===== src/hw/rtl/cbc_pkg.sv =====
package cbc_pkg;

    // Table geometry. The cell count is a power of two, so the cell wrap is a mask.
    localparam int NUM_CELLS               = 1024;
    localparam int NUM_CHIPS               = 4;
    localparam int TABLE_CHANNELS_PER_CHIP = 9;
    localparam int SIGNAL_CHANNELS         = 8;
    localparam int TABLE_ROW               = NUM_CHIPS * TABLE_CHANNELS_PER_CHIP;
    localparam int TABLE_SIZE              = NUM_CELLS * TABLE_ROW;

    // Field widths.
    localparam int CHIP_W   = 2;
    localparam int CHAN_W   = 4;
    localparam int POS_W    = 10;
    localparam int VAL_W    = 13;
    localparam int CORR_W   = 14;
    localparam int OUT_CH_W = 5;
    localparam int CELL_W   = $clog2(NUM_CELLS);
    localparam int ADDR_W   = $clog2(TABLE_SIZE);

    // Operation codes.
    typedef enum logic [0:0] {
        OP_LOAD    = 1'b0,
        OP_CORRECT = 1'b1
    } t_op;

    // Sample data that travels alongside the table read.
    typedef struct packed {
        logic [OUT_CH_W-1:0]    channel;
        logic [POS_W-1:0]       sample;
        logic signed [VAL_W-1:0] value;
    } t_meta;

    // Table access request from the front end to the back end.
    typedef struct packed {
        logic  rd_valid;
        t_meta meta;
    } t_req;

endpackage


===== src/hw/rtl/cbc_back.sv =====
module cbc_back (
    input  logic                              i_clk,
    input  logic                              i_rst_n,
    input  cbc_pkg::t_req                     i_req,
    input  logic [cbc_pkg::VAL_W-1:0]         i_rdata,
    input  logic                              i_stall,
    output logic                              o_en_read,
    output logic                              o_valid,
    output logic signed [cbc_pkg::CORR_W-1:0] o_corrected,
    output logic [cbc_pkg::OUT_CH_W-1:0]      o_out_channel,
    output logic [cbc_pkg::POS_W-1:0]         o_out_sample
);

    import cbc_pkg::*;

    logic               en_c;
    logic               en_d;

    logic               r_c_v;
    t_meta              r_c_meta;

    logic               r_d_v;
    logic [CORR_W-1:0]  r_d_corr;
    logic [OUT_CH_W-1:0] r_d_channel;
    logic [POS_W-1:0]   r_d_sample;

    assign en_d      = !r_d_v || !i_stall;
    assign en_c      = !r_c_v || en_d;
    assign o_en_read = en_c;

    // Stage C: sample data waits here while the baseline comes out of the memory.
    always_ff @(posedge i_clk) begin
        if (!i_rst_n) begin
            r_c_v <= 1'b0;
        end else if (en_c) begin
            r_c_v <= i_req.rd_valid;
        end
        if (en_c) begin
            r_c_meta <= i_req.meta;
        end
    end

    // Stage D: output register holding raw minus baseline.
    always_ff @(posedge i_clk) begin
        if (!i_rst_n) begin
            r_d_v <= 1'b0;
        end else if (en_d) begin
            r_d_v <= r_c_v;
        end
        if (en_d) begin
            r_d_corr    <= {r_c_meta.value[VAL_W-1], r_c_meta.value}
                         - {i_rdata[VAL_W-1], i_rdata};
            r_d_channel <= r_c_meta.channel;
            r_d_sample  <= r_c_meta.sample;
        end
    end

    assign o_valid       = r_d_v;
    assign o_corrected   = r_d_corr;
    assign o_out_channel = r_d_channel;
    assign o_out_sample  = r_d_sample;

endmodule


===== config.mk =====
export PLATFORM = sky130hd
export DESIGN_NAME = cbc_back
export DESIGN_NICKNAME = d
export VERILOG_FILES = /design/src/hw/rtl/cbc_pkg.sv /design/src/hw/rtl/cbc_back.sv
export SDC_FILE = /design/constraint.sdc
export NUM_CORES = 1
export LEC_CHECK = 0
export ABC_AREA = 0
export BUFFER_PORTS_ARGS = -buffer_cell sky130_fd_sc_hd__buf_4
export CAP_MARGIN = 40
export CELL_PAD_IN_SITES_DETAIL_PLACEMENT = 1
export CELL_PAD_IN_SITES_GLOBAL_PLACEMENT = 1
export CORE_MARGIN = 1.5
export CORE_UTILIZATION = 43
export DETAILED_ROUTE_END_ITERATION = 8
export PLACE_DENSITY_LB_ADDON = 0.15
export SLEW_MARGIN = 20
export SYNTH_ARGS = -nofsm -noshare
export SYNTH_HDL_FRONTEND = slang
export SYNTH_SLANG_ARGS = --single-unit

===== constraint.sdc =====
create_clock -name i_clk -period 5.71 [get_ports i_clk]
set_input_delay 0 -clock i_clk [delete_from_list [all_inputs] [get_ports i_clk]]
set_output_delay 0 -clock i_clk [all_outputs]
set_load 0.01 [all_outputs]

==> After elaboration in Yosys (flattened, before gate mapping) <==
Cells that the tools add are included.
W data, S select, Z words.
{ "word_totals": {"regBits": 59, "latch_bits": 0, "ram_bits": 0, "romBits": 0, "input_bits": 45, "out_inout_bits": 31, "word_cells": 14, "mem_count": 0} }
{ "classes": {"n_addsub": 1, "multipliers": 0, "div_mod_pow": 0, "magnitude_cmp": 0, "n_eq_ne": 0, "shifts": 0, "mux": 0, "n_bitwise": 0, "reduce_logical": 5} }
{ "op_table": {"columns": ["cell", "count"], "rows": [
  ["$sub A13 B13 Y14", 1],
  ["$logic_not A1 Y1", 3],
  ["$logic_or A1 B1 Y1", 2]
]} }

==> Longest topological paths before layout <==
Gate-level depths: netlist (run 1).
{ "logic_depth": {"depth_word": 3, "ltp_mapped": 9, "depth_no_buf": 9} }

==> Worst setup path before layout (run 1) <==
Ideal clock, no wire load.
{ "synth_path": {"kind": "reg2reg", "from": "reg r_c_meta[0] (netlist bit)", "to": "reg r_d_corr[10] (netlist: o_corrected[10]) (data pin)", "setup_time_ps": 264, "arrival_ps": 1723, "t_required_ps": 5446, "slack_ps": 3724, "path_stages_with_launch": 10, "path_buffers": 0, "period_less_slack_ps": 1986, "path_cell_list": "edfxtp_1 inv_1 ha_1 inv_1 fa_1 a21oi_1 o21ai_1 o211ai_1 a31oi_1 xor2_1"} }
{ "synth_between": {"elab_chain_cells": 1} }
{ "synth_rtl": {"columns": ["element", "line", "text"], "rows": [
  ["from (decl)", "cbc_back.sv:20", "t_meta r_c_meta;"],
  ["from (signal assigned)", "cbc_back.sv:39", "r_c_meta <= i_req.meta;"],
  ["$sub A13 B13 Y14", "cbc_back.sv:52", "- {i_rdata[VAL_W-1], i_rdata};"],
  ["to (signal assigned)", "cbc_back.sv:51", "r_d_corr <= {r_c_meta.value[VAL_W-1], r_c_meta.value}"],
  ["to (decl)", "cbc_back.sv:23", "logic [CORR_W-1:0] r_d_corr;"]
]} }
No other way between the ends.
A chain may end at the register's enable or synchronous reset.

==> Final worst setup path (run 1) <==
Ends and elaborated chain as after synthesis.

==> key figures, run 1 <==
Route
  • Total Wirelength: 5.50 mm
  • DRT iter0 DRCs: 61
  • Via density: ~4.8
  • Vias post-DR: 1635
  • Average routed wire per standard cell: between 15 and 20 µm
  • Routed Antenna Nets: 0
  • DRT Pass-1 Iters: 4
  • DR DRC count: 0

Worst hold path
  • Class of the tightest hold or removal check: in2reg

STA
  • RSZ-0062 raised after global routing: false
  • Fin. max-slew vios: 0
  • Worst Clk Skew: ~0.0071 ns
  • Final Setup Violations: 0
  • F_max: ~0.43 GHz
  • Setup Total Neg Slack: 0 ns
  • Final hold slack: roughly 0.061 ns
  • Minimum clock period: 2.31 ns
  • Hold Vio Cnt, Final: 0
  • Final clock period utilization by the worst path: 0.404
  • Rel. slew slack: 0.526
  • Slew @ Worst Pin: 0.709 ns

Layout
  • Area occupied by registers: around 0.0018 mm²
  • Share of layout cells above drive strength 1: 0.346
  • Multi-input logic area: 559 µm²
  • Nets: around 330
  • Filler Cell Count: 524
  • Area growth, synth to finish: 50.1%
  • N_diodes: 0

Synthesis
  • Synth top area share: 0.718
  • Async S/R FF share, synth: 0
  • Seq/Total Area, Yosys: 0.735
  • Main synth FF type: edfxtp_1
  • Most common library cells after synthesis: 57 x edfxtp_1, 19 x inv_1, 13 x ha_1
  • Cell Area, Synth: 0.00238 mm²
  • Yosys cell types: 27
  • Count of yosys warnings during synthesis: 0
  • Post-synth EDFFs: 57
  • Top-count cell post-synth: edfxtp_1
  • Syn Area/Cell: 16.1 µm²
  • Top cells by area, synth: edfxtp_1 72%, ha_1 6.8%, inv_1 3.0%, xor2_1 2.2%, a21oi_1 1.9%
  • Leading area contributor after synthesis: edfxtp_1
  • Syn Nets: 207
  • Count of state elements after synthesis: 59
  • Post-Syn Instances: between 100 and 150

Setup path
  • WS Path Type: reg2reg
  • Worst path arrival time: 2.39 ns
  • Startpoint types: register
  • CP Capture Type: register
  • FF-to-FF setup slack: 3.40 ns
  • CP required: a little under 6 ns
  • Critical path peak fanout: 3

Clock tree
  • Root Driver: clkbuf_8
  • TritonCTS clock tree: done
  • Clock Path Buffers: 2
  • Worst skew pair latency: 0.34 ns
  • Num CTS Buffers: 9
  • Post_cts resized: 0
  • Clk slew on worst S/H paths: 0.07 ns
  • CTS sink cnt: 59
  • Post-CTS Setup Bufs: 0
  • Max H-tree Level: 3

Run status
  • Status: complete, no violations

Global routing
  • Global route overflow: 0
  • Vias in the first global route: 1807
  • GRT Util Overall: 0.203
  • First-pass GRT wire length: 8.85 mm
  • Largest net degree at the start of global routing: 30
  • Initial antenna violation count: 0

Flow run
  • Max-cap viol count: 0

Power
  • Post-layout total power: 1.13 mW
  • Static Leak: 1.57 nW
  • Power Density: 317 mW/mm²
  • Peak supply drop: 0.191 mV

Place
  • I/O Buffers: 75
  • Detailed placement HPWL: 3.50 mm
  • GP Congestion: about 0.74

Floorplanning
  • Die extent in x: about 77 µm
  • Num rows: 26
  • Die H: roughly 77 µm
  • Die area: roughly 0.006 mm²
  • Starting Density: 0.455
  • Placeable core area: approximately 0.0052 mm²
  • Io pins: 76
-- metrics by stage --
stage,util,setup slack [ns],area (µm²),instances
final,0.683,3.40,3570,342
after floorplan,-,3.72,2380,148
after global placement,0.582,3.56,3050,295
after CTS,0.683,3.37,3570,342
after detailed placement,0.582,3.45,3050,295
after global routing,0.683,3.21,3570,342
-- metal layers --
layer / track usage / vias up / part of all wire
met5: 0 / - / 0
met4: 0.0909 / 0 / 0.015
met3: 0.0647 / 10 / 0.050
met2: 0.356 / 56 / 0.54
met1: 0.223 / 783 / 0.40
li1: - / 786 / -
-- layout make-up --
| type | count | area share |
|---|---|---|
| Sequential cell | 59 | 0.490 |
| Timing Repair Buffer | 108 | 0.249 |
| Multi-Input combinational cell | 70 | 0.156 |
| Clock buffer | 9 | 0.0347 |
| Clock inverter | 7 | 0.0259 |
| Tap cell | 70 | 0.0245 |
| Inverter | 19 | 0.0200 |
-- path summary, 6_finish.rpt --
path	start	end	cells after the start
hold reg to reg	r_c_meta[16]$_DFFE_PP_	o_out_sample[3]$_DFFE_PP_	0
setup / recovery	r_c_meta[0]$_DFFE_PP_	o_corrected[10]$_DFFE_PP_	9
hold / removal	i_rdata[0]	o_corrected[0]$_DFFE_PP_	3
setup reg to reg	r_c_meta[0]$_DFFE_PP_	o_corrected[10]$_DFFE_PP_	9
-- registers in the layout, indices dropped and copies added, names as in the netlist --
name and cells:
r_c_v 1, o_out_channel 5, o_valid 1, o_corrected 14, r_c_meta 28, o_out_sample 10
-- timing repair --
item / 4_1_cts / 5_1_grt
hold endpoints to repair: 30 / 0
hold buffers: 31 / 0
setup endpoints to repair: 0 / 0
-- logic make-up (layout without fill, tap and decap cells) --
kind of cell	Yosys count	after routing	share of synthesized area
xor gates and xnor gates	11	11	0.0404
DFF	59	59	0.735
adders and majority gates	14	14	0.0767
buffers and inverters	19	143	0.0299
AOI/OAI and AO/OA	29	29	0.0825
and+or+nand+nor	16	16	0.0352
-- power by group --
| group | switching, mW | internal (mW) | leakage [nW] | total [mW] |
|---|---|---|---|---|
| sequential | 0.0138 | 0.524 | 0.616 | 0.538 |
| combinational | 0.0820 | 0.100 | 0.847 | 0.182 |
| clock | 0.171 | 0.244 | 0.103 | 0.414 |
-- worst max-delay path, stage by stage, from the launching register on --
cell and delay (ns):
edfxtp_1 0.36, inv_1 0.07, ha_1 0.18, inv_1 0.06, fa_1 0.39, a21oi_1 0.23
o21ai_1 0.12, o211ai_1 0.31, a31oi_1 0.16, xor2_1 0.17
-- cell usage in the layout, fill, tap and decap left out, types with 3 or more instances in the layout --
master         Yosys  layout
clkbuf_8           0       9
a31oi_1            3       3
edfxtp_1          57      57
nand2_1            3       3
nor2_1             3       3
o21ai_1            3       3
a21oi_1            9       9
nor2b_1            4       4
xnor2_1            5       5
inv_1             19      19
dlygate4sd3_1      0      31
nand3_1            3       3
a21o_1             3       3
xor2_1             6       6
ha_1              13      13
buf_4              0      77
No activity file was read; power rests on OpenSTA's default activity.
==> run 2, diff against run 1 <==
- CORE_UTILIZATION: 43 -> 40
- clock period: 5.71 -> 2.24 ns (I/O delays scaled with it)
==> run 2 against run 1 <==
Effect of this change: clock skew barely moved; worst hold slack worse by 0.013 ns; largest cell class unchanged; sequential cell count unchanged; sequential share of layout area fell by 0.53 points; critical path depth is 1 higher; critical path type unchanged; cell area up 1.1%; sequential power grew to 2.5 times the previous value; die area increased by 7.2%; critical endpoint unchanged.
==> key figures, run 2 (synthesized netlist as in run 1, its figures left out) <==
Run status
  • Status: complete, no violations

Layout
  • Post-route cell area: 0.00361 mm² (+1.1%)
  • Filler Cell Count: 559 (+6.7%)
  • Most frequent cells in the layout: 78 x buf_4, 57 x edfxtp_1, 31 x dlygate4sd3_1, 19 x inv_1, 13 x ha_1
  • Multi-input logic area: 566 µm² (+1.1%)
  • Post-Layout Cell Count: 345 (+0.88%)
  • Largest Register: r_c_meta
  • N_diodes: 0 (unchanged)
  • Area occupied by registers: 0.00175 mm² (unchanged)
  • Commonest non-fill, non-tap cell in the layout: buf_4
  • Max reg flops: 28 (unchanged)
  • Final Util: 0.640 (-0.0420)
  • Share of layout cells above drive strength 1: 0.355 (+0.00972)
  • Nets: 327 (+0.31%)
  • Area growth, synth to finish: 51.7%

Global routing
  • Largest net degree at the start of global routing: 31 (+3.3%)
  • GRT Util Overall: 0.193 (-0.00981)
  • Vias in the first global route: 1873 (+3.7%)
  • Global route overflow: 0 (unchanged)
  • Initial antenna violation count: 0 (unchanged)
  • First-pass GRT wire length: 8.77 mm (-0.86%)

Clock tree
  • Num CTS Buffers: 9 (unchanged)
  • TritonCTS clock tree: done
  • Worst skew pair latency: 0.35 ns (about the same)
  • Clock Path Buffers: 2 (unchanged)
  • CTS sink cnt: 59 (unchanged)
  • Max H-tree Level: 3 (unchanged)
  • Clk slew on worst S/H paths: 0.07 ns (about the same)
  • Root Driver: clkbuf_8

STA
  • Hold Vio Cnt, Final: 0 (unchanged)
  • Setup WS post-layout: 0.0712 ns (-3.33 ns)
  • Final Setup Violations: 0 (unchanged)
  • Slew @ Worst Pin: 0.419 ns (-0.290 ns)
  • F_max: 0.461 GHz (+6.5%)
  • Final hold slack: 0.0480 ns (-0.0135 ns)
  • Minimum clock period: 2.17 ns (-0.140 ns)
  • Final clock period utilization by the worst path: 0.968 (+0.564)
  • Fin. max-slew vios: 0 (unchanged)
  • Worst Clk Skew: 0.00667 ns (-0.000416 ns)
  • Rel. slew slack: 0.721 (+0.195)

Setup path
  • Startpoint types: register
  • R2R depth: 10 (+1)
  • RR Endpoint: o_corrected[10]$_DFFE_PP_
  • Start point of the critical path: r_c_meta[0]$_DFFE_PP_
  • FF-to-FF setup slack: 0.07 ns (-3.33 ns)
  • Critical path peak fanout: 3 (unchanged)
  • CP required: 2.33 ns (-3.46 ns)
  • Worst path arrival time: 2.26 ns (-0.13 ns)
  • Reg2reg start: r_c_meta[0]$_DFFE_PP_
  • WS Path Type: reg2reg
  • CP Capture Type: register

Place
  • Detailed placement HPWL: 3.59 mm (+2.5%)
  • I/O Buffers: 75 (unchanged)
  • Placed insts: 297 (+0.68%)
  • GP Congestion: 0.829 (+12%)
  • Placed Area: 0.00305 mm² (about the same)
  • Setup WS pre-CTS: -0.00293 ns (-3.45 ns)

Route
  • DR DRC count: 0 (unchanged)
  • DRT Pass-1 Iters: 4 (unchanged)
  • Total Wirelength: 5.73 mm (+4.1%)
  • Via density: 4.92 (+3.0%)
  • Routed Antenna Nets: 0 (unchanged)
  • Vias post-DR: 1698 (+3.9%)
  • DRT iter0 DRCs: 68 (+11%)
  • Average routed wire per standard cell: 16.6 µm (+3.2%)

Worst hold path
  • Hold Crit Depth: 3 (unchanged)
  • Critical hold path startpoint: i_rdata[0]
  • Class of the tightest hold or removal check: in2reg
  • Hold endpoint: o_corrected[0]$_DFFE_PP_

Power
  • Power Density: 834 mW/mm² (+160%)
  • Static Leak: 1.58 nW (+1.2%)
  • Peak supply drop: 0.412 mV (+120%)

Floorplanning
  • Io pins: 76 (unchanged)
  • Die area: 0.00643 mm² (+7.2%)
  • Die extent in x: 80.2 µm (+3.5%)
  • Placeable core area: 0.00564 mm² (+7.7%)
  • Num rows: 27 (+3.8%)
  • Die H: 80.2 µm (+3.5%)
  • Starting Density: 0.422 (-0.0326)

Flow run
  • Max-cap viol count: 0 (unchanged)
[run 2: cell count changes in the layout (fill, tap and decap cells not counted)]
cell / previous run / this run
fa_1: 1 / 0
clkinv_4: 1 / 0
a21oi_1: 9 / 8
a21oi_2: 0 / 1
buf_4: 77 / 78
inv_6: 0 / 1
bufinv_16: 2 / 3
clkinvlp_4: 2 / 1
fa_2: 0 / 1
[run 2: metrics by stage]
step | power (mW) | setup TNS, ns
2_1_floorplan | 1.59 | 0
3_3_place_gp | 1.79 | 0
3_5_place_dp | 1.81 | -0.00293
4_1_cts | 3.04 | 0
5_1_grt | 3.12 | -0.0132
6_report | 3.01 | 0
[run 2: worst max-delay path by stage]
stage                                            to  slack, ns
after CTS                 o_corrected[10]$_DFFE_PP_       0.02
after global placement    o_corrected[10]$_DFFE_PP_       0.10
final                     o_corrected[10]$_DFFE_PP_       0.07
after detailed placement  o_corrected[10]$_DFFE_PP_     -0.003
after global routing      o_corrected[10]$_DFFE_PP_      -0.01
after floorplan           o_corrected[10]$_DFFE_PP_       0.25
[run 2: area by class of cell]
| cell class | instances | area share |
|---|---|---|
| inverters | 19 | 0.0197 |
| flip-flops and latches | 59 | 0.485 |
| clock inverters | 7 | 0.0319 |
| multi-input cells | 70 | 0.157 |
| repair buffers | 109 | 0.248 |
| clock buffers | 9 | 0.0343 |
| well taps | 72 | 0.0249 |
[run 2: timing repair]
item                       CTS  global route
gates cloned                 0             0
setup buffers                0             1
pin swaps                    2             2
hold buffers                31             0
hold endpoints to repair    30             0
setup endpoints to repair    3             3
resized for setup            2             0
[run 2: where the power goes]
part	internal, mW	switching, mW	total, mW
combinational	0.259	0.211	0.469
clock	0.736	0.437	1.17
sequential	1.34	0.0351	1.37
total	2.33	0.683	3.01
[run 2: critical path, stage by stage, from the launching register on]
cell	delay [ns]
edfxtp_1	0.36
inv_1	0.08
ha_1	0.19
inv_1	0.07
fa_2	0.36
a21oi_2	0.16
o21ai_1	0.10
o211ai_1	0.19
buf_4	0.16
a31oi_1	0.10
xor2_1	0.16
[run 2: metal layers]
metal | up-vias | share of wire | track usage
li1 | 793 | - | -
met3 | 17 | 0.046 | 0.0545
met4 | 0 | 0.031 | 0.114
met5 | - | 0 | 0
met1 | 829 | 0.37 | 0.193
met2 | 59 | 0.55 | 0.351
==> run 3, diff against run 2 <==
- BUFFER_PORTS_ARGS: -buffer_cell sky130_fd_sc_hd__buf_4 -> default
- CORE_UTILIZATION: 40 -> 45
- DONT_BUFFER_PORTS: default -> 1
- SLEW_MARGIN: 20 -> 10
==> run 3 against run 2 <==
Effect of this change: utilization fell by 3.9 points; cell count fell by 22%; maximum frequency rose by 2.7%; clock power decreased by 9%; routed wire length shrank 18%; die area shrank 11%; clock skew increased by 0.0025 ns; global-route usage down 1.3 points; critical endpoint unchanged; largest cell class unchanged.
==> key figures, run 3 (synthesized netlist as in run 1, its figures left out) <==
Run status
  • Status: complete, no violations

Global routing
  • Global route overflow: 0 (unchanged)
  • Vias in the first global route: 1435 (-23%)
  • M2 GR Usage: 0.312 (-0.0392)
  • GRT Util Overall: 0.180 (-0.0127)
  • Initial antenna violation count: 0 (unchanged)
  • Busiest metal layer after global routing: met2
  • Met3 Resource Use GR: 0.0569 (+0.00233)
  • GRT met1 Usage: 0.191 (-0.00181)
  • Largest net degree at the start of global routing: 28 (-9.7%)
  • First-pass GRT wire length: 7.13 mm (-19%)

Route
  • Vias post-DR: 1361 (-20%)
  • Total Wirelength: 4.71 mm (-18%)
  • Routed Antenna Nets: 0 (unchanged)
  • DRT iter0 DRCs: 42 (-38%)
  • Via density: 5.04 (+2.4%)
  • Average routed wire per standard cell: 17.4 µm (+5.0%)
  • DR DRC count: 0 (unchanged)
  • DRT Pass-1 Iters: 4 (unchanged)

Place
  • I/O Buffers: 0 (-100%)
  • Placed insts: 220 (-26%)
  • GP Congestion: 0.768 (-7.3%)
  • Placed Area: 0.00248 mm² (-19%)
  • Detailed placement HPWL: 3.10 mm (-14%)

Clock tree
  • TritonCTS clock tree: done
  • Worst skew pair latency: 0.33 ns (-0.02 ns)
  • CTS sink cnt: 59 (unchanged)
  • Clk slew on worst S/H paths: 0.06 ns (about the same)
  • Clock Path Buffers: 2 (unchanged)
  • Max H-tree Level: 3 (unchanged)
  • Num CTS Buffers: 9 (unchanged)
  • Root Driver: clkbuf_8
  • Post-CTS Setup Bufs: 0 (unchanged)

Layout
  • Area growth, synth to finish: 29.0%
  • Share of layout cells above drive strength 1: 0.125 (-0.230)
  • Filler Cell Count: 490 (-12%)
  • Nets: 254 (-22%)
  • Post-route cell area: 0.00307 mm² (-15%)
  • Most frequent cells in the layout: 57 x edfxtp_1, 34 x dlygate4sd3_1, 17 x inv_1, 12 x ha_1, 10 x clkbuf_8
  • Largest Register: r_c_meta
  • Post-Layout Cell Count: 270 (-22%)
  • N_diodes: 0 (unchanged)
  • Commonest non-fill, non-tap cell in the layout: edfxtp_1
  • Max reg flops: 28 (unchanged)

Floorplanning
  • Placeable core area: 0.00511 mm² (-9.5%)
  • Die H: 75.8 µm (-5.5%)
  • Starting Density: 0.466 (+0.0442)
  • Io pins: 76 (unchanged)
  • Die area: 0.00574 mm² (-11%)
  • Die extent in x: 75.8 µm (-5.5%)
  • Num rows: 26 (-3.7%)

Setup path
  • Most used cell, CP: inv_2
  • Slowest stage delay, CP: 0.39 ns (+0.03 ns)
  • CP Capture Type: register
  • WS Path Type: reg2reg
  • Slowest CP cell: edfxtp_1
  • Critical path peak fanout: 3 (unchanged)
  • Startpoint types: register
  • Crit path cell chain: inv_2 > ha_4 > inv_2 > fa_2 > a21oi_4 > o21ai_2 > o211ai_1 > a31oi_1 > xor2_1
  • WP buf/inv: 2 (-1)
  • CP required: 2.32 ns (about the same)
  • Cell family with most CP delay: compound AO/OA/AOI/OAI gates
  • Worst path arrival time: 2.19 ns (-0.07 ns)

STA
  • F_max: 0.473 GHz (+2.7%)
  • Worst Clk Skew: 0.00915 ns (+0.00248 ns)
  • Hold Vio Cnt, Final: 0 (unchanged)
  • Final Setup Violations: 0 (unchanged)
  • Minimum clock period: 2.11 ns (-0.0561 ns)
  • RSZ-0062 raised after global routing: false
  • Final clock period utilization by the worst path: 0.943 (-0.0251)
  • Rel. slew slack: 0.725 (+0.00372)
  • Setup Total Neg Slack: 0 ns (unchanged)
  • Fin. max-slew vios: 0 (unchanged)
  • Slew @ Worst Pin: 0.412 ns (-0.00658 ns)

Flow run
  • Max-cap viol count: 0 (unchanged)

Worst hold path
  • Class of the tightest hold or removal check: in2reg

Power
  • Peak supply drop: 0.444 mV (+7.8%)
  • Static Leak: 1.23 nW (-23%)
  • Power Density: 893 mW/mm² (+7.1%)
-- run 3: layer usage --
metal	wire length (µm)	part of all wire
met4	91	0.019
met2	2570	0.55
met1	1850	0.39
met5	0	0
met3	197	0.042
-- run 3: path summary, 6_finish.rpt --
check                                            start                         to  slack, ns  depth (start not counted)
worst min-delay path                        i_rdata[1]   o_corrected[1]$_DFFE_PP_       0.09                          2
worst min register to register  r_c_meta[20]$_DFFE_PP_  o_out_sample[7]$_DFFE_PP_       0.42                          0
worst max-delay path             r_c_meta[0]$_DFFE_PP_  o_corrected[10]$_DFFE_PP_       0.13                          9
worst max register to register   r_c_meta[0]$_DFFE_PP_  o_corrected[10]$_DFFE_PP_       0.13                          9
-- run 3: per-stage QoR --
stage          power, mW   util  hold WS, ns  setup WS (ns)
4_1_cts             2.76  0.596       0.0373        0.00281
5_1_grt             2.87  0.602       0.0913         0.0182
3_3_place_gp        1.63  0.487       0.0989         0.0773
3_5_place_dp        1.65  0.487       0.0989        0.00657
2_1_floorplan       1.59      -       0.0989          0.254
6_report            2.75  0.602       0.0862          0.127
-- run 3: layout make-up --
cell class,instances,area (µm²),area share
Tap cell,70,87.6,0.0285
Clock inverter,5,77.6,0.0252
Timing Repair Buffer,36,355,0.116
Sequential cell,59,1750,0.570
Inverter,19,71.3,0.0232
Clock buffer,11,141,0.0460
Multi-Input combinational cell,70,589,0.192
-- run 3: power breakdown --
part | switching [mW] | internal, mW | total (mW)
combinational | 0.130 | 0.130 | 0.260
sequential | 0.0820 | 1.34 | 1.42
clock | 0.409 | 0.653 | 1.06
-- run 3: repair_timing --
action,CTS,global route
setup endpoints to repair,0,3
hold buffers,34,0
gates resized for setup,0,8
hold endpoints to repair,33,0
