===== config.mk =====
export PLATFORM = sky130hd
export DESIGN_NAME = cbc_front
export DESIGN_NICKNAME = d
export VERILOG_FILES = /design/src/hw/rtl/cbc_pkg.sv /design/src/hw/rtl/cbc_front.sv
export SDC_FILE = /design/constraint.sdc
export NUM_CORES = 1
export LEC_CHECK = 0
export ABC_AREA = 1
export BUFFER_PORTS_ARGS = -buffer_cell sky130_fd_sc_hd__buf_2
export CAP_MARGIN = 10
export CORE_UTILIZATION = 38
export CTS_CLUSTER_DIAMETER = 150
export DETAILED_ROUTE_END_ITERATION = 10
export GPL_TIMING_DRIVEN = 0
export PLACE_DENSITY = 0.63
export SLEW_MARGIN = 20
export SYNTH_ARGS = -nofsm -noshare
export SYNTH_HDL_FRONTEND = slang
export SYNTH_SLANG_ARGS = --single-unit

===== constraint.sdc =====
create_clock -name i_clk -period 5.9 [get_ports i_clk]
set_input_delay 0.295 -clock i_clk [delete_from_list [all_inputs] [get_ports i_clk]]
set_output_delay 0.295 -clock i_clk [all_outputs]
set_load 0.1 [all_outputs]

===== src/hw/rtl/cbc_pkg.sv =====
package cbc_pkg;

    // Table geometry. The cell count is a power of two, so the cell wrap is a mask.
    localparam int NUM_CELLS               = 1024;
    localparam int NUM_CHIPS               = 4;
    localparam int TABLE_CHANNELS_PER_CHIP = 9;
    localparam int SIGNAL_CHANNELS         = 8;
    localparam int TABLE_ROW               = NUM_CHIPS * TABLE_CHANNELS_PER_CHIP;
    localparam int TABLE_SIZE              = NUM_CELLS * TABLE_ROW;

    // Field widths.
    localparam int CHIP_W   = 2;
    localparam int CHAN_W   = 4;
    localparam int POS_W    = 10;
    localparam int VAL_W    = 13;
    localparam int CORR_W   = 14;
    localparam int OUT_CH_W = 5;
    localparam int CELL_W   = $clog2(NUM_CELLS);
    localparam int ADDR_W   = $clog2(TABLE_SIZE);

    // Operation codes.
    typedef enum logic [0:0] {
        OP_LOAD    = 1'b0,
        OP_CORRECT = 1'b1
    } t_op;

    // Sample data that travels alongside the table read.
    typedef struct packed {
        logic [OUT_CH_W-1:0]    channel;
        logic [POS_W-1:0]       sample;
        logic signed [VAL_W-1:0] value;
    } t_meta;

    // Table access request from the front end to the back end.
    typedef struct packed {
        logic  rd_valid;
        t_meta meta;
    } t_req;

endpackage


===== src/hw/rtl/cbc_front.sv =====
module cbc_front (
    input  logic                          i_clk,
    input  logic                          i_rst_n,
    input  logic                          i_accept,
    input  logic                          i_en_read,
    input  logic                          i_operation,
    input  logic [cbc_pkg::CHIP_W-1:0]    i_chip,
    input  logic [cbc_pkg::CHAN_W-1:0]    i_chip_channel,
    input  logic [cbc_pkg::POS_W-1:0]     i_position,
    input  logic [cbc_pkg::POS_W-1:0]     i_trigger_cell,
    input  logic signed [cbc_pkg::VAL_W-1:0] i_value,
    output logic                          o_ready,
    output logic                          o_we,
    output logic [cbc_pkg::ADDR_W-1:0]    o_addr,
    output logic [cbc_pkg::VAL_W-1:0]     o_wdata,
    output cbc_pkg::t_req                 o_req
);

    import cbc_pkg::*;

    logic                en_a;
    logic                en_b;
    logic                chip_ok;
    logic                load_ok;
    logic                corr_ok;
    logic [POS_W:0]      cell_sum;
    logic [CELL_W-1:0]   n_a_cell;
    t_meta               n_a_meta;
    logic [ADDR_W-1:0]   n_b_addr;

    logic                r_a_v;
    logic                r_a_wr;
    logic [CELL_W-1:0]   r_a_cell;
    logic [CHIP_W-1:0]   r_a_chip;
    logic [CHAN_W-1:0]   r_a_chan;
    t_meta               r_a_meta;

    logic                r_b_v;
    logic                r_b_wr;
    logic [ADDR_W-1:0]   r_b_addr;
    t_meta               r_b_meta;

    // A stage moves on when it is empty or the stage after it moves.
    assign en_b    = !r_b_v || i_en_read;
    assign en_a    = !r_a_v || en_b;
    assign o_ready = en_a;

    // Decode: drop loads outside the table, and samples outside the table or the signal channels.
    always_comb begin
        chip_ok  = 32'(i_chip) < NUM_CHIPS;
        load_ok  = chip_ok && (t_op'(i_operation) == OP_LOAD)
                   && (32'(i_chip_channel) < TABLE_CHANNELS_PER_CHIP);
        corr_ok  = chip_ok && (t_op'(i_operation) == OP_CORRECT)
                   && (32'(i_chip_channel) < SIGNAL_CHANNELS)
                   && (32'(i_chip_channel) < TABLE_CHANNELS_PER_CHIP);
        cell_sum = {1'b0, i_trigger_cell} + {1'b0, i_position};
        if (t_op'(i_operation) == OP_CORRECT) begin
            n_a_cell = cell_sum[CELL_W-1:0];
        end else begin
            n_a_cell = i_position[CELL_W-1:0];
        end
        n_a_meta.channel = OUT_CH_W'(32'(i_chip) * SIGNAL_CHANNELS + 32'(i_chip_channel));
        n_a_meta.sample  = i_position;
        n_a_meta.value   = i_value;
    end

    // Stage A: decoded item.
    always_ff @(posedge i_clk) begin
        if (!i_rst_n) begin
            r_a_v <= 1'b0;
        end else if (en_a) begin
            r_a_v <= i_accept && (load_ok || corr_ok);
        end
        if (en_a) begin
            r_a_wr   <= load_ok;
            r_a_cell <= n_a_cell;
            r_a_chip <= i_chip;
            r_a_chan <= i_chip_channel;
            r_a_meta <= n_a_meta;
        end
    end

    // Table address of the cell row plus the chip and channel column.
    assign n_b_addr = ADDR_W'(r_a_cell) * ADDR_W'(TABLE_ROW)
                    + ADDR_W'(r_a_chip) * ADDR_W'(TABLE_CHANNELS_PER_CHIP)
                    + ADDR_W'(r_a_chan);

    // Stage B: table address, presented to the memory.
    always_ff @(posedge i_clk) begin
        if (!i_rst_n) begin
            r_b_v <= 1'b0;
        end else if (en_b) begin
            r_b_v <= r_a_v;
        end
        if (en_b) begin
            r_b_wr   <= r_a_wr;
            r_b_addr <= n_b_addr;
            r_b_meta <= r_a_meta;
        end
    end

    // Loads write the table as they leave stage B; samples read it.
    assign o_we          = r_b_v && r_b_wr && i_en_read;
    assign o_addr        = r_b_addr;
    assign o_wdata       = r_b_meta.value;
    assign o_req.rd_valid = r_b_v && !r_b_wr;
    assign o_req.meta     = r_b_meta;

endmodule


# --- After elaboration in Yosys (flattened, before gate mapping) ---
# Cells that the tools add are included.
word_totals:
  elab_cells: 37
  in_bits: 44
  output_inout_bits: 60
  register_bits: 92
classes:
  addsub: 4
  order_cmp: 2
  mul: 2
  bitwise: 1
  n_reduce_logical: 13
  n_mux: 1
op_table:
  columns: ["operator", "count"]
  rows:
  - ["$add 16x4->16", 1]
  - ["$add 16x6->16", 1]
  - ["$mul 10x4->14 const B", 1]
  - ["$add 10x10->10", 1]
  - ["$mux 10", 1]
  - ["$lt 4x4->1 const B", 2]
  - ["$logic_and 1x1->1", 7]
  - ["$mul 2x4->6 const B", 1]
  - ["$add 5x4->5", 1]
  - ["$logic_not 1->1", 3]
  - ["$logic_or 1x1->1", 3]
  - ["$not 1->1", 1]

# --- Logic depth before layout (Yosys ltp) ---
# Gate-level depths: netlist (run 1).
depth:
  ltp_word: 5
  depth_mapped: 15

# --- Least setup slack after synthesis (run 1) ---
# Ideal clock, no wire load.
synth_path:
  kind: "input-to-reg"
  from: "input i_en_read"
  to: "register r_a_cell[0] (enable)"
  path_slack_ps: 2916
  n_path_buf: 0
  arrival_ps: 2039
  stages: 2
  required_time_ps: 4955
  path_cell_list: "inv_1 -> nand3_1"
synth_via:
  elab_chain_cells: 2
synth_rtl:
  columns: ["item", "line", "source"]
  rows:
  - ["start, declared", "cbc_front.sv:5", "input logic i_en_read,"]
  - ["$logic_or 1x1->1", "cbc_front.sv:44", "assign en_b = !r_b_v || i_en_read;"]
  - ["$logic_or 1x1->1", "cbc_front.sv:45", "assign en_a = !r_a_v || en_b;"]
  - ["net o_ready", "cbc_front.sv:12", "output logic o_ready,"]
  - ["end signal, assigned", "cbc_front.sv:76", "r_a_cell <= n_a_cell;"]
  - ["end, declared", "cbc_front.sv:33", "logic [CELL_W-1:0] r_a_cell;"]
# The timed path passes the listed nets, and every way through them passes these cells.
# A chain may end at the register's enable or synchronous reset.

# --- Worst setup path after layout (run 1) ---
layout_path:
  from: "register r_a_cell[4]"
  to: "register r_b_addr[14] (netlist: o_addr[14]) (data pin)"
layout_via:
  elab_chain_cells: 3
layout_rtl:
  columns: ["item", "line", "source"]
  rows:
  - ["$mul 10x4->14", "cbc_front.sv:84", "assign n_b_addr = ADDR_W'(r_a_cell) * ADDR_W'(TABLE_ROW)"]
  - ["$add 16x6->16", "cbc_front.sv:85", "+ ADDR_W'(r_a_chip) * ADDR_W'(TABLE_CHANNELS_PER_CHIP)"]
  - ["$add 16x4->16", "cbc_front.sv:86", "+ ADDR_W'(r_a_chan);"]
  - ["net n_b_addr[14]", "cbc_front.sv:29", "logic [ADDR_W-1:0] n_b_addr;"]
  - ["end signal, assigned", "cbc_front.sv:97", "r_b_addr <= n_b_addr;"]
  - ["end, declared", "cbc_front.sv:40", "logic [ADDR_W-1:0] r_b_addr;"]
# The timed path passes the listed nets, and every way through them passes these cells.

==> impl_metrics.py, run 1 <==
metrics = {
    "setup_path": {
        "cp-start-kind": "register",
        "critPathMaxFanout": 4,
        "crit_path_end_kind": "register",
        "cp_cell_sequence": "ha_1 > ha_1 > inv_1 > fa_1 > inv_1 > nand2_1 > nand3_1 > inv_1 > nor2_2 > nand3_2 > nor2_1 > nand3_1 > nand2_1 > inv_1",
        "r2r_slack_ps": 3190,
        "reg2regPathDepth": 14,
        "critical_path_class": "register to register",
        "cpMaxStageDelayCell": "fa_1",
        "r2r_end": "o_addr[14]",
        "crit_top_cell": "inv_1",
        "crit_required_ps": 6010,
        "cp_slowest_stage_delay_ps": 440,
        "r2r-start": "r_a_cell[4]",
        "worstPathArrival_ps": 2820,
    },
    "power_and_ir_drop": {
        "ir_drop_uv": 321,
        "internal_power_uw": 1310,
        "cellLeakagePower_uw": 0.00260,
        "seqPwrFrac_pct": 35.8,
        "p_sw_uw": 973,
        "swShare_pct": 42.6,
        "clkPwrFrac_pct": 24.9,
        "pwr-share-comb_pct": 39.2,
        "p_per_area_nw_per_um2": 414,
    },
    "sta": {
        "tns_ps": 0,
        "grt_setup_unrepaired": "no",
        "drv_slew": 0,
        "worst_pin_slew_ps": 705,
        "finalSetupViolCount": 0,
        "fin_skew_ps": 8.49,
        "max-slew-margin-rel_pct": 52.9,
        "hold_violations": 0,
        "fin_crit_ps": 2710,
        "max_freq_ghz": 0.369,
        "fin_crit_sh_pct": 46.0,
        "fin_ws_ps": 3190,
    },
    "grt": {
        "grt_pass1_wl_um": 12400,
        "antenna_found_initial": 0,
        "grt_max_degree": 32,
        "grt_usage_pct": 13.6,
        "gr-total-overflow": 0,
        "grt_pass1_vias": 2677,
    },
    "final_layout": {
        "fill_cells": 1041,
        "seq_area_um2": 2650,
        "multi_input_area_um2": 1520,
        "drive_gt1_share_pct": 31.7,
        "n_antenna_cell": 0,
        "nets": 581,
        "syn_to_final_growth_pct": 23.4,
    },
    "clock_network": {
        "clk_path_buf_depth": 2,
        "ctsHoldBuffers": 0,
        "path_clk_slew_ps": 70,
        "cts_tree": "yes",
        "cts_sinks": 89,
        "post_cts.repair.setup_buffers": 0,
        "cts_root_buffer": "clkbuf_16",
        "clock_latency_ps": 340,
        "cts_buffers": 9,
        "ctsResizeCount": 0,
        "htreeDepth": 3,
    },
    "yosys": {
        "synth_nets": 465,
        "synthDistinctLibCells": 32,
        "synth_warnings": 0,
        "syn-cell-area_um2": 4460,
        "ys_seq_area_share_pct": 59.5,
        "syn_inst": 380,
        "syn_area_per_cell_um2": 11.7,
        "synth-seq-cells": 89,
    },
    "route": {
        "drtAntennaViolNets": 0,
        "vias": 2945,
        "routed_via_density": 4.57,
        "drt-wirelength-per-cell_um": 12.6,
        "drc": 0,
        "first_pass_iters": 4,
        "wirelength_um": 8100,
        "drtIter0Drc": 88,
    },
    "place": {
        "place.gp.congestion": 0.875,
        "post-dp-hpwl_um": 6170,
        "port_buffers": 103,
        "dpl_worst_slack_ps": 3200,
    },
    "min_path": {
        "min_path_cells": 1,
        "hold_path_class": "primary input to register",
        "hold_start": "i_value[1]",
        "hold_end": "r_a_meta[1]",
    },
    "floorplan": {
        "die_h_um": 110,
        "die-area_um2": 12200,
        "die_w_um": 110,
        "start_util_pct": 39.1,
        "ioPinCount": 104,
        "row_count": 39,
        "core_area_um2": 11400,
    },
    "run_status": {
        "status": "complete, no violations",
    },
    "job": {
        "cap_violations": 0,
    },
}
-- power groups by stage --
| stage | Sequential, µW | Clock (µW) | Combinational (µW) |
|---|---|---|---|
| after floorplan | 1250 | 0 | 338 |
| after global placement | 831 | 0 | 886 |
| after detailed placement | 832 | 0 | 895 |
| after CTS | 819 | 583 | 900 |
| after global routing | 824 | 602 | 958 |
| final | 817 | 569 | 896 |
-- logic make-up after synthesis --
| kind of cell | count (synthesis) | share of synthesized area, % |
|---|---|---|
| AND/OR/NAND/NOR | 144 | 14.9 |
| buffers and inverters | 63 | 6.56 |
| adder cells (fa/ha/maj) | 41 | 12.2 |
| XOR/XNOR | 12 | 2.94 |
| AO/OA/AOI/OAI | 31 | 3.93 |
| flip-flops | 89 | 59.5 |
-- sequential cells by signal, indices dropped and copies added (netlist names) --
name / flops
o_req: 15
r_a_chip: 2
r_a_wr: 1
r_a_v: 1
r_a_cell: 10
o_wdata: 13
r_a_chan: 4
r_b_v: 1
o_addr: 16
r_b_wr: 1
r_a_meta: 25
-- worst max-delay path, delay by kind of cell, from the launching register on --
kind | cells | cell delay [ps]
fa+ha+maj | 3 | 1000
simple gates | 7 | 700
flops | 1 | 430
buf+inv | 4 | 360
-- area by class of cell --
class / instances / share of cell area, %
Buffer: 15 / 2.04
Clock buffer: 10 / 4.16
Clock inverter: 6 / 1.23
Inverter: 48 / 3.27
Multi-Input combinational cell: 228 / 27.7
Sequential cell: 89 / 48.2
Tap cell: 143 / 3.25
Timing Repair Buffer: 105 / 10.2
-- cell usage in the layout (no fill, tap or decap), types with 7 or more instances in the layout --
cell | synthesis | routed
nand2_1 | 77 | 76
ha_1 | 37 | 37
buf_2 | 0 | 103
xor2_1 | 10 | 10
o21ai_0 | 7 | 7
edfxtp_1 | 87 | 87
a21oi_1 | 14 | 14
nand2_2 | 8 | 9
nand4_1 | 8 | 8
inv_1 | 43 | 43
nor2_1 | 19 | 19
nand3_1 | 21 | 20
buf_4 | 13 | 13
clkbuf_16 | 0 | 9
-- worst max path at each step --
stage | slack [ps] | cells past startpoint | end | start
floorplan | 2920 | 2 | r_a_cell[0] | i_en_read
global placement | 2950 | 4 | o_ready | i_en_read
detailed placement | 3200 | 14 | o_addr[14] | r_a_cell[1]
CTS | 3190 | 14 | o_addr[14] | r_a_cell[1]
global route | 2990 | 14 | o_addr[14] | r_a_cell[1]
finish | 3190 | 14 | o_addr[14] | r_a_cell[4]
-- per-stage QoR --
step / hold WS (ps) / util (%) / area [µm²] / total power (µW) / std cells
after floorplan: 394 / - / 4460 / 1590 / 380
after global placement: 401 / 45.2 / 5160 / 1720 / 626
after detailed placement: 405 / 45.6 / 5210 / 1730 / 628
after CTS: 115 / 48.2 / 5510 / 2300 / 644
after global routing: 118 / 48.2 / 5510 / 2380 / 644
final: 125 / 48.2 / 5510 / 2280 / 644
-- synthesized netlist by cell type, drive strengths merged --
library cell,instances,area (µm²)
buf,14,109
clkbuf,1,3.75
inv,47,176
dfxtp,2,40.0
o31ai,1,7.51
a31oi,5,31.3
nand3b,1,7.51
clkinv,1,3.75
nor3,1,5.00
nand4,8,50.1
ha,37,463
fa,4,80.1
o21ai,8,43.8
or2,1,6.26
a21o,1,7.51
o21bai,2,15.0
xnor2,1,27.5
nor2,23,106
xor2,11,104
nand2,85,339
a21oi,14,70.1
edfxtp,87,2610
nand3,25,153
-- routing by layer --
metal  share of wire [%]  vias up  track usage [%]
met3                 4.3       13             3.23
met2                  51       66             22.4
met5                   0        -                0
met4                 2.3        0             6.39
met1                  42     1337             16.8
li1                    -     1529                -
No activity file was read; power rests on OpenSTA's default activity.
==> inputs of run 2 (changes only) <==
--- a/config.mk
+++ b/config.mk
@@ -5,7 +5,7 @@
 export SDC_FILE = /design/constraint.sdc
 export NUM_CORES = 1
 export LEC_CHECK = 0
-export ABC_AREA = 1
+export ABC_AREA = 0
 export BUFFER_PORTS_ARGS = -buffer_cell sky130_fd_sc_hd__buf_2
 export CAP_MARGIN = 10
 export CORE_UTILIZATION = 38
==> constraint.sdc (replaced) <==
create_clock -name i_clk -period 2.5 [get_ports i_clk]
set_input_delay 0.125 -clock i_clk [delete_from_list [all_inputs] [get_ports i_clk]]
set_output_delay 0.125 -clock i_clk [all_outputs]
set_load 0.1 [all_outputs]
==> impl_metrics.py, run 2 <==
metrics = {
    "power_and_ir_drop": {
        "internal_power_uw": 3180,
        "p_sw_uw": 2380,
        "p_per_area_nw_per_um2": 960,
        "clkPwrFrac_pct": 18.3,
        "seqPwrFrac_pct": 35.0,
        "cellLeakagePower_uw": 0.00246,
        "pwr-share-comb_pct": 46.6,
        "swShare_pct": 42.8,
        "ir_drop_uv": 645,
    },
    "route": {
        "routed_via_density": 4.62,
        "drc": 0,
        "first_pass_iters": 4,
        "drt-wirelength-per-cell_um": 13.8,
        "wirelength_um": 7790,
        "drtAntennaViolNets": 0,
        "drtIter0Drc": 59,
        "vias": 2612,
    },
    "setup_path": {
        "critical_path_class": "register to register",
        "crit_required_ps": 2610,
        "path_delay_family": "adder cells",
        "reg2regPathDepth": 11,
        "cp_cell_sequence": "ha_1 > ha_2 > inv_2 > fa_2 > nand2b_4 > a21oi_4 > xor2_4 > nand4_4 > nor4_4 > mux2i_1 > xnor2_1",
        "worst-path-buf-inv": 1,
        "critPathMaxFanout": 4,
        "cpMaxStageDelayCell": "edfxtp_1",
        "r2r_end": "o_addr[13]",
        "r2r_slack_ps": -360,
        "crit_path_end_kind": "register",
        "worstPathArrival_ps": 2970,
        "cp-start-kind": "register",
        "r2r-start": "r_a_cell[4]",
        "cp_slowest_stage_delay_ps": 410,
    },
    "yosys": {
        "yosys_most_used_dff": "edfxtp_1",
        "synth.largest_area_cell": "edfxtp_1",
        "synth.most_common_cell": "edfxtp_1",
        "ys_seq_area_share_pct": 63.7,
        "synth-seq-cells": 89,
        "synth_warnings": 0,
        "netlist.area_leader.share_pct": 62.7,
        "syn_inst": 265,
        "syn-cell-area_um2": 4170,
        "syn_area_per_cell_um2": 15.7,
        "async_flop_share_pct": 0,
        "synthDistinctLibCells": 43,
        "synth_nets": 350,
        "synth_commonest_cells": "87 x edfxtp_1, 37 x ha_1, 17 x xnor2_1",
        "synth_area_leaders": "edfxtp_1 63%, ha_1 11%, xnor2_1 3.6%",
        "synth_edf_count": 87,
    },
    "sta": {
        "grt_setup_unrepaired": "yes",
        "drv_slew": 0,
        "max_freq_ghz": 0.350,
        "max-slew-margin-rel_pct": 31.8,
        "worst_pin_slew_ps": 1020,
        "fin_crit_sh_pct": 114,
        "fin_ws_ps": -361,
        "finalSetupViolCount": 7,
        "hold_violations": 0,
        "fin_skew_ps": 9.49,
        "whs_ps": 34.2,
        "fin_crit_ps": 2860,
    },
    "floorplan": {
        "die_h_um": 107,
        "row_count": 37,
        "die_w_um": 107,
        "die-area_um2": 11400,
        "start_util_pct": 39.8,
        "ioPinCount": 104,
        "core_area_um2": 10500,
    },
    "grt": {
        "grt_max_degree": 45,
        "antenna_found_initial": 0,
        "grt_pass1_wl_um": 12200,
        "grt_pass1_vias": 2573,
        "grt_usage_pct": 14.2,
        "gr-total-overflow": 0,
    },
    "final_layout": {
        "nets": 509,
        "multi_input_area_um2": 1670,
        "top_register": "r_a_meta",
        "n_antenna_cell": 0,
        "largest_reg_flops": 25,
        "layout_common_cells": "103 x buf_2, 87 x edfxtp_1, 30 x dlygate4sd3_1",
        "syn_to_final_growth_pct": 39.1,
        "seq_area_um2": 2650,
        "fill_cells": 899,
        "final_common_cell": "buf_2",
        "drive_gt1_share_pct": 46.9,
        "post_layout_nonfiller_instances": 565,
    },
    "run_status": {
        "violations": "negative setup slack",
        "status": "complete, but fails checks",
    },
    "clock_network": {
        "htreeDepth": 3,
        "cts_sinks": 89,
        "cts_buffers": 9,
        "cts_root_buffer": "clkbuf_8",
        "clock_latency_ps": 360,
        "clk_path_buf_depth": 2,
        "cts_tree": "yes",
        "path_clk_slew_ps": 90,
    },
    "job": {
        "cap_violations": 0,
    },
    "place": {
        "place.gp.congestion": 0.783,
        "place_inst": 505,
        "port_buffers": 103,
        "post-dp-hpwl_um": 5330,
    },
    "min_path": {
        "hold_path_class": "primary input to register",
        "hold_start": "i_chip_channel[3]",
        "hold_end": "r_a_chan[3]",
        "min_path_cells": 1,
    },
}
run 2: stage by stage:
stage / total power (µW) / util, % / cell area, µm² / setup WS [ps] / setup TNS (ps)
3_3_place_gp: 4170 / 46.9 / 4910 / -476 / -2040
5_1_grt: 5810 / 55.4 / 5800 / -503 / -2700
6_report: 5560 / 55.4 / 5800 / -361 / -1700
3_5_place_dp: 4190 / 47.1 / 4930 / -487 / -2190
4_1_cts: 5540 / 54.9 / 5740 / -398 / -1610
2_1_floorplan: 3870 / - / 4220 / -238 / -793
run 2: power groups by stage:
stage / registers [µW] / clock network (µW) / logic [µW]
global placement: 1990 / 0 / 2180
CTS: 1950 / 1060 / 2530
detailed placement: 1990 / 0 / 2200
global route: 1980 / 1100 / 2740
floorplan: 3020 / 0 / 856
finish: 1950 / 1020 / 2590
run 2: logic make-up after synthesis:
kind of cell / count (synthesis) / share of synthesized area, %
DFF: 89 / 63.7
AOI/OAI and AO/OA: 44 / 7.63
adders and majority gates: 41 / 13.0
and+or+nand+nor: 31 / 4.30
buffers and inverters: 25 / 3.42
xor gates and xnor gates: 24 / 5.05
muxes: 11 / 2.88
run 2: cell type report:
type	count	area share, %
Buffer	14	1.75
Inverter	11	0.712
Timing Repair Buffer	148	16.4
Clock buffer	11	2.61
Clock inverter	5	1.08
Sequential cell	89	45.8
Multi-Input combinational cell	151	28.8
Tap cell	136	2.94
run 2: how the worst max path moves through the flow:
| stage | startpoint | end | slack, ps | cells after the start |
|---|---|---|---|---|
| 6_report | r_a_cell[4] | o_addr[13] | -360 | 11 |
| 5_1_grt | r_a_chan[1] | o_addr[14] | -500 | 11 |
| 4_1_cts | r_a_cell[4] | o_addr[13] | -400 | 11 |
| 3_5_place_dp | r_a_cell[4] | o_addr[13] | -490 | 9 |
| 3_3_place_gp | r_a_cell[4] | o_addr[13] | -480 | 9 |
| 2_1_floorplan | r_a_cell[1] | o_addr[13] | -240 | 11 |
run 2: timing repair:
item / CTS / global route
endpoints found under the setup margin: 8 / 10
hold buffers: 30 / 0
hold endpoints to repair: 30 / 0
buffers inserted: 13 / 2
pin swaps: 20 / 9
gates resized for setup: 24 / 9
run 2: routing by layer:
| layer | track usage [%] | wire length (µm) | vias up |
|---|---|---|---|
| met1 | 16.1 | 3210 | 1233 |
| met5 | 0 | 0 | - |
| met3 | 3.59 | 321 | 14 |
| li1 | - | - | 1303 |
| met2 | 24.7 | 4070 | 62 |
| met4 | 7.05 | 188 | 0 |
==> inputs of run 3 (changes only) <==
--- a/config.mk
+++ b/config.mk
@@ -5,7 +5,7 @@
 export SDC_FILE = /design/constraint.sdc
 export NUM_CORES = 1
 export LEC_CHECK = 0
-export ABC_AREA = 0
+export ABC_AREA = 1
 export BUFFER_PORTS_ARGS = -buffer_cell sky130_fd_sc_hd__buf_2
 export CAP_MARGIN = 10
 export CORE_UTILIZATION = 38
==> impl_metrics.py, run 3 (synthesis results as in run 1) <==
metrics = {
    "setup_path": {
        "crit_required_ps": 2580,
        "critPathMaxFanout": 3,
        "worst-path-stages": 12,
        "r2r-start": "r_a_cell[2]",
        "r2r_end": "o_addr[13]",
        "critical_path_class": "register to register",
        "crit_path_end_kind": "register",
        "worst-path-buf-inv": 2,
        "endpoint": "o_addr[13]",
        "reg2regPathDepth": 12,
        "cp_slowest_stage_delay_ps": 440,
        "path_delay_family": "adder cells",
        "worstPathArrival_ps": 2560,
        "cp-start-kind": "register",
        "cp_cell_sequence": "buf_4 > ha_4 > inv_1 > fa_2 > xnor2_4 > nand3_4 > nor2_4 > nand2_2 > nor2_4 > nand2_2 > nand2_1 > nand2_1",
        "cp-startpoint": "r_a_cell[2]",
        "r2r_slack_ps": 20,
        "cpMaxStageDelayCell": "fa_2",
    },
    "job": {
        "cap_violations": 0,
    },
    "floorplan": {
        "die-area_um2": 12200,
        "row_count": 39,
        "core_area_um2": 11400,
        "die_w_um": 110,
        "ioPinCount": 104,
        "start_util_pct": 39.1,
        "die_h_um": 110,
    },
    "sta": {
        "fin_crit_ps": 2480,
        "max_freq_ghz": 0.403,
        "drv_slew": 0,
        "finalSetupViolCount": 0,
        "whs_ps": 15.4,
        "worst_pin_slew_ps": 610,
        "tns_ps": 0,
        "fin_skew_ps": 6.61,
        "max-slew-margin-rel_pct": 59.4,
        "fin_crit_sh_pct": 99.3,
        "grt_setup_unrepaired": "yes",
        "hold_violations": 0,
    },
    "route": {
        "drtIter0Drc": 97,
        "drc": 0,
        "routed_via_density": 4.59,
        "wirelength_um": 8580,
        "first_pass_iters": 4,
        "drt-wirelength-per-cell_um": 12.8,
        "vias": 3073,
        "drtAntennaViolNets": 0,
    },
    "final_layout": {
        "final_core_util_pct": 51.3,
        "n_antenna_cell": 0,
        "post_layout_nonfiller_instances": 670,
        "nets": 608,
        "drive_gt1_share_pct": 35.7,
        "layout_common_cells": "103 x buf_2, 87 x edfxtp_1, 72 x nand2_1",
        "largest_reg_flops": 25,
        "top_register": "r_a_meta",
        "final_common_cell": "buf_2",
        "syn_to_final_growth_pct": 31.4,
    },
    "run_status": {
        "status": "complete, no violations",
    },
    "grt": {
        "grt_usage_pct": 13.8,
        "gr-total-overflow": 0,
        "grt_pass1_wl_um": 12500,
        "grt_max_degree": 45,
        "grt_pass1_vias": 2778,
        "antenna_found_initial": 0,
    },
    "clock_network": {
        "cts_tree": "yes",
        "cts_sinks": 89,
        "clock_latency_ps": 330,
        "cts_root_buffer": "clkbuf_16",
        "cts_buffers": 9,
        "path_clk_slew_ps": 60,
        "htreeDepth": 3,
        "clk_path_buf_depth": 2,
    },
    "power_and_ir_drop": {
        "clkPwrFrac_pct": 21.9,
        "ir_drop_uv": 767,
        "pwr-share-comb_pct": 42.5,
        "internal_power_uw": 3090,
        "p_per_area_nw_per_um2": 925,
        "swShare_pct": 43.0,
        "cellLeakagePower_uw": 0.00268,
        "seqPwrFrac_pct": 35.7,
        "p_sw_uw": 2330,
    },
    "min_path": {
        "hold_path_class": "primary input to register",
        "hold_start": "i_position[3]",
        "min_path_cells": 1,
    },
    "place": {
        "place_inst": 627,
        "post-dp-hpwl_um": 6090,
        "place.gp.congestion": 0.872,
        "port_buffers": 103,
    },
}
## run 3: power groups by stage
| stage | registers [µW] | clock network, µW | logic [µW] |
|---|---|---|---|
| floorplan | 2960 | 0 | 799 |
| global placement | 1960 | 0 | 2090 |
| detailed placement | 1960 | 0 | 2120 |
| CTS | 1930 | 1220 | 2210 |
| global route | 1950 | 1260 | 2450 |
| finish | 1930 | 1180 | 2300 |
## run 3: metal layers
| layer | track usage [%] | share of wire [%] | vias to the layer above |
|---|---|---|---|
| met5 | 0 | 0 | - |
| met4 | 5.64 | 1.5 | 0 |
| met3 | 2.82 | 3.8 | 11 |
| met2 | 23.6 | 53 | 73 |
| met1 | 17.0 | 42 | 1405 |
| li1 | - | - | 1584 |
## run 3: worst min-delay path by stage
stage	end	slack, ps
floorplan	r_a_chan[0]	220
global route	r_a_meta[15]	0.9
CTS	r_a_meta[16]	0.1
detailed placement	r_a_meta[5]	310
finish	r_a_meta[16]	20
global placement	r_a_meta[4]	300
## run 3: cell type report
cell class,count,area [µm²]
Tap cell,143,179
Fill cell,1020,5560
Timing Repair Buffer,132,793
Clock buffer,10,229
Multi-Input combinational cell,228,1680
Inverter,48,180
Buffer,15,113
Sequential cell,89,2650
Clock inverter,5,31.3
## run 3: repair_timing
action | CTS | global route
hold buffers | 19 | 0
hold endpoints to repair | 19 | 0
cloned | 0 | 0
pin swaps | 3 | 10
buffers inserted | 5 | 4
setup endpoints to repair | 6 | 4
resized for setup | 13 | 15
## run 3: through the flow
stage	power [µW]	setup WS, ps	area, µm²
final	5420	18.5	5860
after global routing	5660	-95.5	5860
after CTS	5360	5.23	5750
after detailed placement	4080	-163	5180
after global placement	4050	-155	5160
after floorplan	3760	29.4	4470
